### src/design/vmtd_pkg.sv
`timescale 1ns / 1ps
// ----------------------------------------------------------------------------
// vmtd_pkg
// types, codes and arithmetic constants shared by the vibration motor drive
// ----------------------------------------------------------------------------
package vmtd_pkg;

  localparam int MODE_W     = 2;
  localparam int LEVEL_W    = 8;
  localparam int DUR_W      = 16;
  localparam int PERIOD_W   = 16;
  localparam int DUTY_W     = 16;
  localparam int TICKS_W    = 14;
  localparam int LVL_EFF_W  = 7;
  localparam int CFG_IDX_W  = 2;
  localparam int CFG_DATA_W = 16;

  localparam int LEVEL_MAX   = 100;
  localparam int LEVEL_FLOOR = 10;
  localparam int TICK_MS     = 5;

  // period * level, level at most 100
  localparam int PRODUCT_W = PERIOD_W + LVL_EFF_W;
  // exact x / 100 for x below 2^30 / 76
  localparam int RECIP100_W  = 24;
  localparam int RECIP100    = 10737419;
  localparam int RECIP100_SH = 30;
  localparam int QPROD_W     = PRODUCT_W + RECIP100_W;
  // exact z / 5 for z below 2^18
  localparam int MSP_W     = DUR_W + 1;
  localparam int RECIP5_W  = 17;
  localparam int RECIP5    = 104858;
  localparam int RECIP5_SH = 19;
  localparam int TPROD_W   = MSP_W + RECIP5_W;

  typedef enum logic [MODE_W-1:0] {
    MODE_ON      = 2'd0,
    MODE_OFF     = 2'd1,
    MODE_VIBRATE = 2'd2,
    MODE_TICK    = 2'd3
  } mode_t;

  typedef logic [CFG_IDX_W-1:0] cfg_idx_t;
  localparam cfg_idx_t CFG_PWM_TOP     = 2'd0;
  localparam cfg_idx_t CFG_DRIVE_ALLOW = 2'd1;

  localparam logic [PERIOD_W-1:0] PERIOD_RESET = 16'd24000;

  typedef struct packed {
    logic [PERIOD_W-1:0] pwm_top;
    logic                drive_allow;
  } vmtd_cfg_t;

  typedef struct packed {
    mode_t              mode;
    logic [LEVEL_W-1:0] level;
    logic [DUR_W-1:0]   duration_ms;
  } vmtd_cmd_t;

  // arithmetic results handed to the state stage
  typedef struct packed {
    mode_t              mode;
    logic [DUTY_W-1:0]  quot;
    logic [TICKS_W-1:0] ticks;
  } vmtd_work_t;

endpackage

### src/design/vmtd_channels.sv
`timescale 1ns / 1ps
// ----------------------------------------------------------------------------
// vmtd channels
// valid/ready channel interfaces for commands, results and register writes
// ----------------------------------------------------------------------------
interface vmtd_in_if;
  logic        valid;
  logic        ready;
  logic [1:0]  mode;
  logic [7:0]  level;
  logic [15:0] duration_ms;
  modport source (output valid, output mode, output level, output duration_ms, input ready);
  modport sink   (input valid, input mode, input level, input duration_ms, output ready);
endinterface

interface vmtd_out_if;
  logic        valid;
  logic        ready;
  logic [15:0] duty;
  logic        drive_enable;
  logic        duty_write;
  logic        period_reload;
  logic        buzz_mute;
  logic        run_flag;
  logic        timed_active;
  modport source (output valid, output duty, output drive_enable, output duty_write,
                  output period_reload, output buzz_mute, output run_flag,
                  output timed_active, input ready);
  modport sink   (input valid, input duty, input drive_enable, input duty_write,
                  input period_reload, input buzz_mute, input run_flag,
                  input timed_active, output ready);
endinterface

interface vmtd_cfg_if;
  logic        valid;
  logic        ready;
  logic [1:0]  index;
  logic [15:0] data;
  modport source (output valid, output index, output data, input ready);
  modport sink   (input valid, input index, input data, output ready);
endinterface

### src/design/vmtd_duty_calc.sv
`timescale 1ns / 1ps
// ----------------------------------------------------------------------------
// vmtd_duty_calc
// command register, period*level product, constant divides by 100 and by 5
// ----------------------------------------------------------------------------
module vmtd_duty_calc (
  input  logic                  clk,
  input  logic                  rst_n,
  vmtd_in_if.sink               in_if,
  input  logic [15:0]           pwm_top,
  output logic                  work_valid,
  input  logic                  work_ready,
  output vmtd_pkg::vmtd_work_t  work
);
  import vmtd_pkg::*;

  logic                 v1_r, v2_r, v3_r;
  logic                 rdy1, rdy2;
  vmtd_cmd_t            cmd_r;
  mode_t                mode2_r;
  logic [PRODUCT_W-1:0] prod_r, prod_nxt;
  logic [MSP_W-1:0]     msp_r, msp_nxt;
  logic [LVL_EFF_W-1:0] lvl1;
  logic [QPROD_W-1:0]   qprod;
  logic [TPROD_W-1:0]   tprod;
  vmtd_work_t           work_r;

  assign rdy2        = !v3_r || work_ready;
  assign rdy1        = !v2_r || rdy2;
  assign in_if.ready = !v1_r || rdy1;

  // clamp to 100, vibrate raises zero to the floor level
  always_comb begin
    if (cmd_r.level > LEVEL_W'(LEVEL_MAX)) begin
      lvl1 = LVL_EFF_W'(LEVEL_MAX);
    end else if (cmd_r.mode == MODE_VIBRATE && cmd_r.level == '0) begin
      lvl1 = LVL_EFF_W'(LEVEL_FLOOR);
    end else begin
      lvl1 = cmd_r.level[LVL_EFF_W-1:0];
    end
  end

  assign prod_nxt = PRODUCT_W'(pwm_top) * PRODUCT_W'(lvl1);
  assign msp_nxt  = MSP_W'(cmd_r.duration_ms) + MSP_W'(TICK_MS - 1);

  assign qprod = QPROD_W'(prod_r) * QPROD_W'(RECIP100);
  assign tprod = TPROD_W'(msp_r) * TPROD_W'(RECIP5);

  always_ff @(posedge clk) begin
    if (!rst_n) begin
      v1_r <= 1'b0;
      v2_r <= 1'b0;
      v3_r <= 1'b0;
    end else begin
      if (in_if.ready) begin
        v1_r <= in_if.valid;
      end
      if (rdy1) begin
        v2_r <= v1_r;
      end
      if (rdy2) begin
        v3_r <= v2_r;
      end
    end
    if (in_if.ready && in_if.valid) begin
      cmd_r.mode        <= mode_t'(in_if.mode);
      cmd_r.level       <= in_if.level;
      cmd_r.duration_ms <= in_if.duration_ms;
    end
    if (rdy1) begin
      mode2_r <= cmd_r.mode;
      prod_r  <= prod_nxt;
      msp_r   <= msp_nxt;
    end
    if (rdy2) begin
      work_r.mode  <= mode2_r;
      work_r.quot  <= qprod[RECIP100_SH +: DUTY_W];
      work_r.ticks <= tprod[RECIP5_SH +: TICKS_W];
    end
  end

  assign work_valid = v3_r;
  assign work       = work_r;

endmodule

### src/design/vmtd_state_ctrl.sv
`timescale 1ns / 1ps
// ----------------------------------------------------------------------------
// vmtd_state_ctrl
// motor on/timed state, duty register and registered result
// ----------------------------------------------------------------------------
module vmtd_state_ctrl (
  input  logic                  clk,
  input  logic                  rst_n,
  input  logic                  work_valid,
  output logic                  work_ready,
  input  vmtd_pkg::vmtd_work_t  work,
  input  vmtd_pkg::vmtd_cfg_t   cfg,
  vmtd_out_if.source            out_if
);
  import vmtd_pkg::*;

  logic               on_r, on_nxt;
  logic               timed_r, timed_nxt;
  logic [TICKS_W-1:0] ticks_r, ticks_nxt;
  logic [DUTY_W-1:0]  duty_r, duty_nxt;
  logic               dw, pr, bs;
  logic [DUTY_W-1:0]  duty_lim;
  logic [TICKS_W-1:0] tick_dec;
  logic               take;

  logic               ov_r;
  logic [DUTY_W-1:0]  o_duty_r;
  logic               o_on_r, o_dw_r, o_pr_r, o_bs_r, o_timed_r;

  assign work_ready = !ov_r || out_if.ready;
  assign take       = work_valid && work_ready;

  always_comb begin
    if (cfg.pwm_top == '0) begin
      duty_lim = '0;
    end else if (work.quot >= cfg.pwm_top) begin
      duty_lim = cfg.pwm_top - 16'd1;
    end else begin
      duty_lim = work.quot;
    end
    tick_dec = (ticks_r != '0) ? ticks_r - TICKS_W'(1) : ticks_r;
  end

  always_comb begin
    on_nxt    = on_r;
    timed_nxt = timed_r;
    ticks_nxt = ticks_r;
    duty_nxt  = duty_r;
    dw        = 1'b0;
    pr        = 1'b0;
    bs        = 1'b0;
    unique case (work.mode)
      MODE_ON, MODE_VIBRATE: begin
        timed_nxt = 1'b0;
        ticks_nxt = '0;
        bs        = 1'b1;
        if (cfg.drive_allow) begin
          pr       = 1'b1;
          dw       = 1'b1;
          duty_nxt = duty_lim;
          on_nxt   = 1'b1;
        end else begin
          on_nxt = 1'b0;
        end
        if (work.mode == MODE_VIBRATE) begin
          ticks_nxt = (work.ticks == '0) ? TICKS_W'(1) : work.ticks;
          timed_nxt = 1'b1;
        end
      end
      MODE_OFF: begin
        timed_nxt = 1'b0;
        ticks_nxt = '0;
        on_nxt    = 1'b0;
      end
      MODE_TICK: begin
        if (timed_r) begin
          ticks_nxt = tick_dec;
          if (tick_dec == '0) begin
            timed_nxt = 1'b0;
            on_nxt    = 1'b0;
          end
        end
      end
    endcase
  end

  always_ff @(posedge clk) begin
    if (!rst_n) begin
      on_r    <= 1'b0;
      timed_r <= 1'b0;
      ticks_r <= '0;
      duty_r  <= '0;
      ov_r    <= 1'b0;
    end else begin
      if (work_ready) begin
        ov_r <= work_valid;
      end
      if (take) begin
        on_r    <= on_nxt;
        timed_r <= timed_nxt;
        ticks_r <= ticks_nxt;
        duty_r  <= duty_nxt;
      end
    end
    if (take) begin
      o_duty_r  <= duty_nxt;
      o_on_r    <= on_nxt;
      o_dw_r    <= dw;
      o_pr_r    <= pr;
      o_bs_r    <= bs;
      o_timed_r <= timed_nxt;
    end
  end

  assign out_if.valid         = ov_r;
  assign out_if.duty          = o_duty_r;
  assign out_if.drive_enable  = o_on_r;
  assign out_if.duty_write    = o_dw_r;
  assign out_if.period_reload = o_pr_r;
  assign out_if.buzz_mute     = o_bs_r;
  assign out_if.run_flag      = o_on_r;
  assign out_if.timed_active  = o_timed_r;

endmodule

### src/design/vibration_motor_timed_drive.sv
`timescale 1ns / 1ps
// ----------------------------------------------------------------------------
// vibration_motor_timed_drive
// command driven vibration motor control: duty, drive enable and timed run
// ----------------------------------------------------------------------------
// throughput: one command per cycle while results are taken, through the
//   three-register pipeline (command, product, reciprocal divide) that
//   feeds a registered state update
// reset: on flag, countdown and duty clear to 0, pwm top to 24000,
//   drive allow to 1, pipeline and result register empty
// ----------------------------------------------------------------------------
module vibration_motor_timed_drive (
  input  logic      clk,
  input  logic      rst_n,
  vmtd_in_if.sink   in_if,
  vmtd_out_if.source out_if,
  vmtd_cfg_if.sink  cfg_if
);
  import vmtd_pkg::*;

  // configuration registers
  vmtd_cfg_t cfg_r;

  // pipeline to state stage
  logic       work_valid;
  logic       work_ready;
  vmtd_work_t work;

  // transactions accepted but not yet delivered, used by the checks below
  logic [2:0] inflight_r;

  // register writes are always taken
  assign cfg_if.ready = 1'b1;

  always_ff @(posedge clk) begin
    if (!rst_n) begin
      cfg_r.pwm_top     <= PERIOD_RESET;
      cfg_r.drive_allow <= 1'b1;
    end else if (cfg_if.valid && cfg_if.ready) begin
      unique case (cfg_if.index)
        CFG_PWM_TOP:     cfg_r.pwm_top     <= cfg_if.data;
        CFG_DRIVE_ALLOW: cfg_r.drive_allow <= cfg_if.data[0];
        default: begin
          // unmapped index, write ignored
        end
      endcase
    end
  end

  // product and constant divides, independent of motor state
  vmtd_duty_calc u_calc (
    .clk        (clk),
    .rst_n      (rst_n),
    .in_if      (in_if),
    .pwm_top    (cfg_r.pwm_top),
    .work_valid (work_valid),
    .work_ready (work_ready),
    .work       (work)
  );

  // state update and result register
  vmtd_state_ctrl u_ctrl (
    .clk        (clk),
    .rst_n      (rst_n),
    .work_valid (work_valid),
    .work_ready (work_ready),
    .work       (work),
    .cfg        (cfg_r),
    .out_if     (out_if)
  );

  always_ff @(posedge clk) begin
    if (!rst_n) begin
      inflight_r <= '0;
    end else begin
      inflight_r <= inflight_r
                    + 3'((in_if.valid && in_if.ready) ? 1 : 0)
                    - 3'((out_if.valid && out_if.ready) ? 1 : 0);
    end
  end

  // ---------------------------------------------------------------------------
  // checks
  // ---------------------------------------------------------------------------

  // a duty write only comes with a reload, a buzzer mute and the motor running
  a_duty_write_flags: assert property (@(posedge clk) disable iff (!rst_n)
    out_if.valid && out_if.duty_write |->
      out_if.period_reload && out_if.buzz_mute && out_if.run_flag)
    else $error("duty write without reload, buzzer mute or motor running");

  // the pipeline holds at most four transactions
  a_inflight_bound: assert property (@(posedge clk) disable iff (!rst_n)
    inflight_r <= 3'd4)
    else $error("more transactions in flight than pipeline stages");

  // a result is never shown without an accepted command behind it
  a_no_invented: assert property (@(posedge clk) disable iff (!rst_n)
    out_if.valid |-> inflight_r != 3'd0)
    else $error("result valid with no transaction in flight");

  // an empty block shows no result
  a_empty_idle: assert property (@(posedge clk) disable iff (!rst_n)
    inflight_r == 3'd0 |-> !out_if.valid && !work_valid)
    else $error("pipeline holds data while empty");

endmodule

### src/flat_wrapper.sv
// flat-port wrapper written by rule: the top's interface ports become plain ports
module vibration_motor_timed_drive_flat import vmtd_pkg::*;
  (clk, rst_n, in_if_valid, in_if_mode, in_if_level, in_if_duration_ms, in_if_ready, out_if_valid, out_if_duty, out_if_drive_enable, out_if_duty_write, out_if_period_reload, out_if_buzz_mute, out_if_run_flag, out_if_timed_active, out_if_ready, cfg_if_valid, cfg_if_index, cfg_if_data, cfg_if_ready);
  vmtd_in_if in_if_i ();
  vmtd_out_if out_if_i ();
  vmtd_cfg_if cfg_if_i ();
  input  logic clk;
  input  logic rst_n;
  input wire logic [$bits(in_if_i.valid)-1:0] in_if_valid;
  input wire logic [$bits(in_if_i.mode)-1:0] in_if_mode;
  input wire logic [$bits(in_if_i.level)-1:0] in_if_level;
  input wire logic [$bits(in_if_i.duration_ms)-1:0] in_if_duration_ms;
  output wire logic [$bits(in_if_i.ready)-1:0] in_if_ready;
  output wire logic [$bits(out_if_i.valid)-1:0] out_if_valid;
  output wire logic [$bits(out_if_i.duty)-1:0] out_if_duty;
  output wire logic [$bits(out_if_i.drive_enable)-1:0] out_if_drive_enable;
  output wire logic [$bits(out_if_i.duty_write)-1:0] out_if_duty_write;
  output wire logic [$bits(out_if_i.period_reload)-1:0] out_if_period_reload;
  output wire logic [$bits(out_if_i.buzz_mute)-1:0] out_if_buzz_mute;
  output wire logic [$bits(out_if_i.run_flag)-1:0] out_if_run_flag;
  output wire logic [$bits(out_if_i.timed_active)-1:0] out_if_timed_active;
  input wire logic [$bits(out_if_i.ready)-1:0] out_if_ready;
  input wire logic [$bits(cfg_if_i.valid)-1:0] cfg_if_valid;
  input wire logic [$bits(cfg_if_i.index)-1:0] cfg_if_index;
  input wire logic [$bits(cfg_if_i.data)-1:0] cfg_if_data;
  output wire logic [$bits(cfg_if_i.ready)-1:0] cfg_if_ready;
  assign in_if_i.valid = in_if_valid;
  assign in_if_i.mode = in_if_mode;
  assign in_if_i.level = in_if_level;
  assign in_if_i.duration_ms = in_if_duration_ms;
  assign in_if_ready = in_if_i.ready;
  assign out_if_valid = out_if_i.valid;
  assign out_if_duty = out_if_i.duty;
  assign out_if_drive_enable = out_if_i.drive_enable;
  assign out_if_duty_write = out_if_i.duty_write;
  assign out_if_period_reload = out_if_i.period_reload;
  assign out_if_buzz_mute = out_if_i.buzz_mute;
  assign out_if_run_flag = out_if_i.run_flag;
  assign out_if_timed_active = out_if_i.timed_active;
  assign out_if_i.ready = out_if_ready;
  assign cfg_if_i.valid = cfg_if_valid;
  assign cfg_if_i.index = cfg_if_index;
  assign cfg_if_i.data = cfg_if_data;
  assign cfg_if_ready = cfg_if_i.ready;
  vibration_motor_timed_drive u_core (.clk(clk), .rst_n(rst_n), .in_if(in_if_i), .out_if(out_if_i), .cfg_if(cfg_if_i));
endmodule
### config.mk
export PLATFORM = sky130hd
export DESIGN_NAME = vibration_motor_timed_drive_flat
export DESIGN_NICKNAME = d
export VERILOG_FILES = /design/src/design/vmtd_pkg.sv /design/src/design/vmtd_channels.sv /design/src/design/vmtd_duty_calc.sv /design/src/design/vmtd_state_ctrl.sv /design/src/design/vibration_motor_timed_drive.sv /design/src/flat_wrapper.sv
export SDC_FILE = /design/constraint.sdc
export NUM_CORES = 1
export LEC_CHECK = 0
export ABC_AREA = 1
export BUFFER_PORTS_ARGS = -buffer_cell sky130_fd_sc_hd__buf_2
export CAP_MARGIN = 20
export CORE_ASPECT_RATIO = 0.6
export CORE_MARGIN = 2
export CORE_UTILIZATION = 49
export CTS_CLUSTER_DIAMETER = 60
export DETAILED_ROUTE_END_ITERATION = 12
export GPL_TIMING_DRIVEN = 0
export HOLD_SLACK_MARGIN = 0.05
export PLACE_DENSITY = 0.65
export SYNTH_ARGS = -nofsm -noshare
export SYNTH_HDL_FRONTEND = slang
export SYNTH_SLANG_ARGS = --single-unit
### constraint.sdc
create_clock -name clk -period 5.8 [get_ports clk]
set_clock_uncertainty 0.15 [all_clocks]
set_input_delay 0.29 -clock clk [delete_from_list [all_inputs] [get_ports clk]]
set_output_delay 0.29 -clock clk [all_outputs]
set_load 0.1 [all_outputs]
==> results.tsv <==
stage	metric	value	unit
place	IO Port Bufs	72	
timing	Max transition margin	0.413	
layout	diodes inserted	0	
timing	RSZ-0062 raised after global routing	true	
place	gp weighted congestion	0.971	
floorplan	Die Y	181	um
worst_setup_path	Max FO, Critical Path	4	
worst_setup_path	most frequent CP cell	inv_1	
yosys	ys flop type	edfxtp_1	
clocking	CTS tree	done	
worst_setup_path	reg2reg setup slack	-0.44	ns
worst_setup_path	CP Launch Type	register	
drt	Met1 Wirelength	34800	um
yosys	synthesized area	25700	um^2
drt	DR WL/cell	19.1	um
layout	storage element area	4660	um^2
clocking	Max clock buf depth	2	
yosys	Synth top area share	0.274	
worst_setup_path	Crit path required time	5.83	ns
drt	first drt pass iteration count	5	
layout	fillcell total	4480	
floorplan	row cnt	64	
clocking	clk_lat worst skew	0.46	ns
timing	Setup-failing EPs final	16	
clocking	CTS clock-pin slew for the worst setup and hold paths	0.08	ns
grt	first-pass GRT wire length	113000	um
floorplan	# IOs	74	
drt	final WL	71600	um
yosys	post-synthesis sequential area ratio	0.182	
outcome	failing checks	negative setup slack	
worst_setup_path	Max stage delay on crit path	0.57	ns
yosys	synth top area cells	fa_1, ha_1, edfxtp_1	
timing	Worst-Margin Slew	0.881	ns
yosys	Async SR Flop Fraction	0	
timing	Final Hold Fails	0	
grt	grt ovf	0	
drt	initial drt markers	1610	
timing	setup ws final	-0.440	ns
grt	total track usage	0.272	
yosys	Synth Warn #	0	
layout	area of the multi-input gates	18900	um^2
timing	FMAX	160	MHz
worst_setup_path	Setup crit end kind	register	
yosys	Yosys reg bits	173	
outcome	status	complete, but fails checks	
floorplan	Die Area	54300	um^2
clocking	Clock Tree Root	clkbuf_16	
drt	via count	19800	
timing	final worst-path cycle share	1.08	
clocking	H-tree Lvls	4	
place	DP Wirelength	60500	um
yosys	synthesized area per cell	9.02	um^2
yosys	area leader, netlist	fa_1	
drt	top sig layer	met4	
yosys	EDFF count, synth	120	
drt	Met2 Wirelength	28000	um
worst_setup_path	CP Data Arrival Time	6.28	ns
worst_setup_path	WS Path Type	reg -> reg	
worst_hold_path	hold crit path type	in -> reg	
grt	pin count of the biggest net entering global routing	41	
worst_setup_path	critical path's slowest cell	fa_1	
timing	setup TNS after final layout	-5.63	ns
drt	drt drc	0	
yosys	cell count after synthesis	2848	
layout	NumNets Final	3878	
timing	max-slew violations	0	
clocking	CTS buffer count	17	
drt	WL met3	8080	um
floorplan	Starting Density	0.500	
run	Max Cap Violations	0	
layout	share of layout cells above drive strength 1	0.133	
layout	Layout area overhead	14.1	%
grt	initial antenna violation count	0	
layout	most frequent cells in the layout	inv_1, ha_1, fa_1	
timing	Period minus WS final	6.24	ns
yosys	Mapped Nets	3677	
drt	Vias per Instance	5.28	
yosys	Netlist cell types	54	
drt	Final ANT Viol Nets	0	
floorplan	Core ar.	51300	um^2
floorplan	die width	300	um
grt	vias in the first global route	20200	
clocking	CTS Sinks	173	
worst_setup_path	crit path cell chain	buf_4 > buf_4 > buf_4 > ha_4 > inv_1 > fa_2 > fa_2 > inv_1 > fa_1 > fa_2 > fa_1 > inv_1 > fa_1 > inv_1 > ha_4 > nand2_4 > nor2_4 > inv_2 > nor2_1 > inv_1 > nor3_2 > nand2_1 > o211ai_1 > xor2_1	
layout	most common cell after layout, fill and taps aside	inv_1	
-- metrics by stage --
stage	std cells	worst slack [ns]	hold slack, ns	utilization	cell area [um^2]
global route	3755	-0.607	0.0799	0.571	29300
CTS	3731	-0.454	0.0619	0.560	28800
global placement	3613	-0.896	0.254	0.524	26900
detailed placement	3616	-0.934	0.263	0.526	27000
floorplan	2848	0.0158	0.239	-	25700
finish	3755	-0.440	0.0735	0.571	29300
-- timing repair --
action                                  CTS  global route
hold buffers                             45             0
pin swaps                                38            38
buffers inserted                         38            25
gates resized for setup                 117            94
endpoints found under the hold margin    44             0
endpoints found under the setup margin   28            31
-- registers in the layout, summed over array words and instances (netlist names), 2 cells and up --
name / cells
u_core.u_calc.msp_r: 17
u_core.cfg_r: 17
u_core.u_calc.cmd_r: 26
u_core.u_calc.work: 32
u_core.u_ctrl.out_if.duty: 16
u_core.u_ctrl.duty_r: 16
u_core.u_calc.prod_r: 23
u_core.u_ctrl.ticks_r: 14
u_core.u_calc.mode2_r: 2
-- worst max-delay path: cells and delay by family, from the launching register on --
family | cells | cell delay (ns)
adder cells (fa/ha/maj) | 8 | 3.59
buffers and inverters | 9 | 0.84
flip-flops | 1 | 0.50
AND/OR/NAND/NOR | 5 | 0.47
AO/OA/AOI/OAI | 1 | 0.26
XOR/XNOR | 1 | 0.14
-- logic make-up after synthesis --
kind of cell	share of synthesized area
adder cells (fa/ha/maj)	0.483
XOR/XNOR	0.0293
buffers and inverters	0.111
flip-flops	0.182
AND/OR/NAND/NOR	0.117
other	0.000146
AO/OA/AOI/OAI	0.0780
-- routing by layer --
metal  track usage  vias to the layer above
li1              -                     9375
met5             0                        -
met3         0.102                       40
met1         0.417                     9688
met4        0.0390                        0
met2         0.367                      726
-- cells in the mapped netlist (18+ instances only) --
cell and number:
xnor2_1 20, fa_1 351, edfxtp_1 120, clkbuf_1 22, nand2_1 343, ha_1 429
xor2_1 66, inv_1 701, nor2_1 215, o211ai_1 18, a21oi_1 150, a31oi_1 18
nand3_1 62, dfxtp_1 53, o21ai_0 99, nor3_1 25
-- cell type report --
cell class | instances | area share
plain buffers | 35 | 0.00670
inverters | 713 | 0.0916
flip-flops and latches | 173 | 0.159
clock inverters | 15 | 0.00734
well taps | 693 | 0.0296
repair buffers | 183 | 0.0463
clock buffers | 17 | 0.0145
multi-input cells | 1926 | 0.645
-- worst paths after layout --
path | start | to | depth (start not counted)
setup / recovery | u_core.u_calc.prod_r[6] | u_core.u_calc.work[29] | 24
setup reg to reg | u_core.u_calc.prod_r[6] | u_core.u_calc.work[29] | 24
hold / removal | cfg_if_data[1] | u_core.cfg_r[2] | 3
hold reg to reg | u_core.u_calc.mode2_r[1] | u_core.u_calc.work[31] | 0
Power is not shown: default switching activity piles up to over one toggle a cycle in this logic, so the estimate is an artifact.
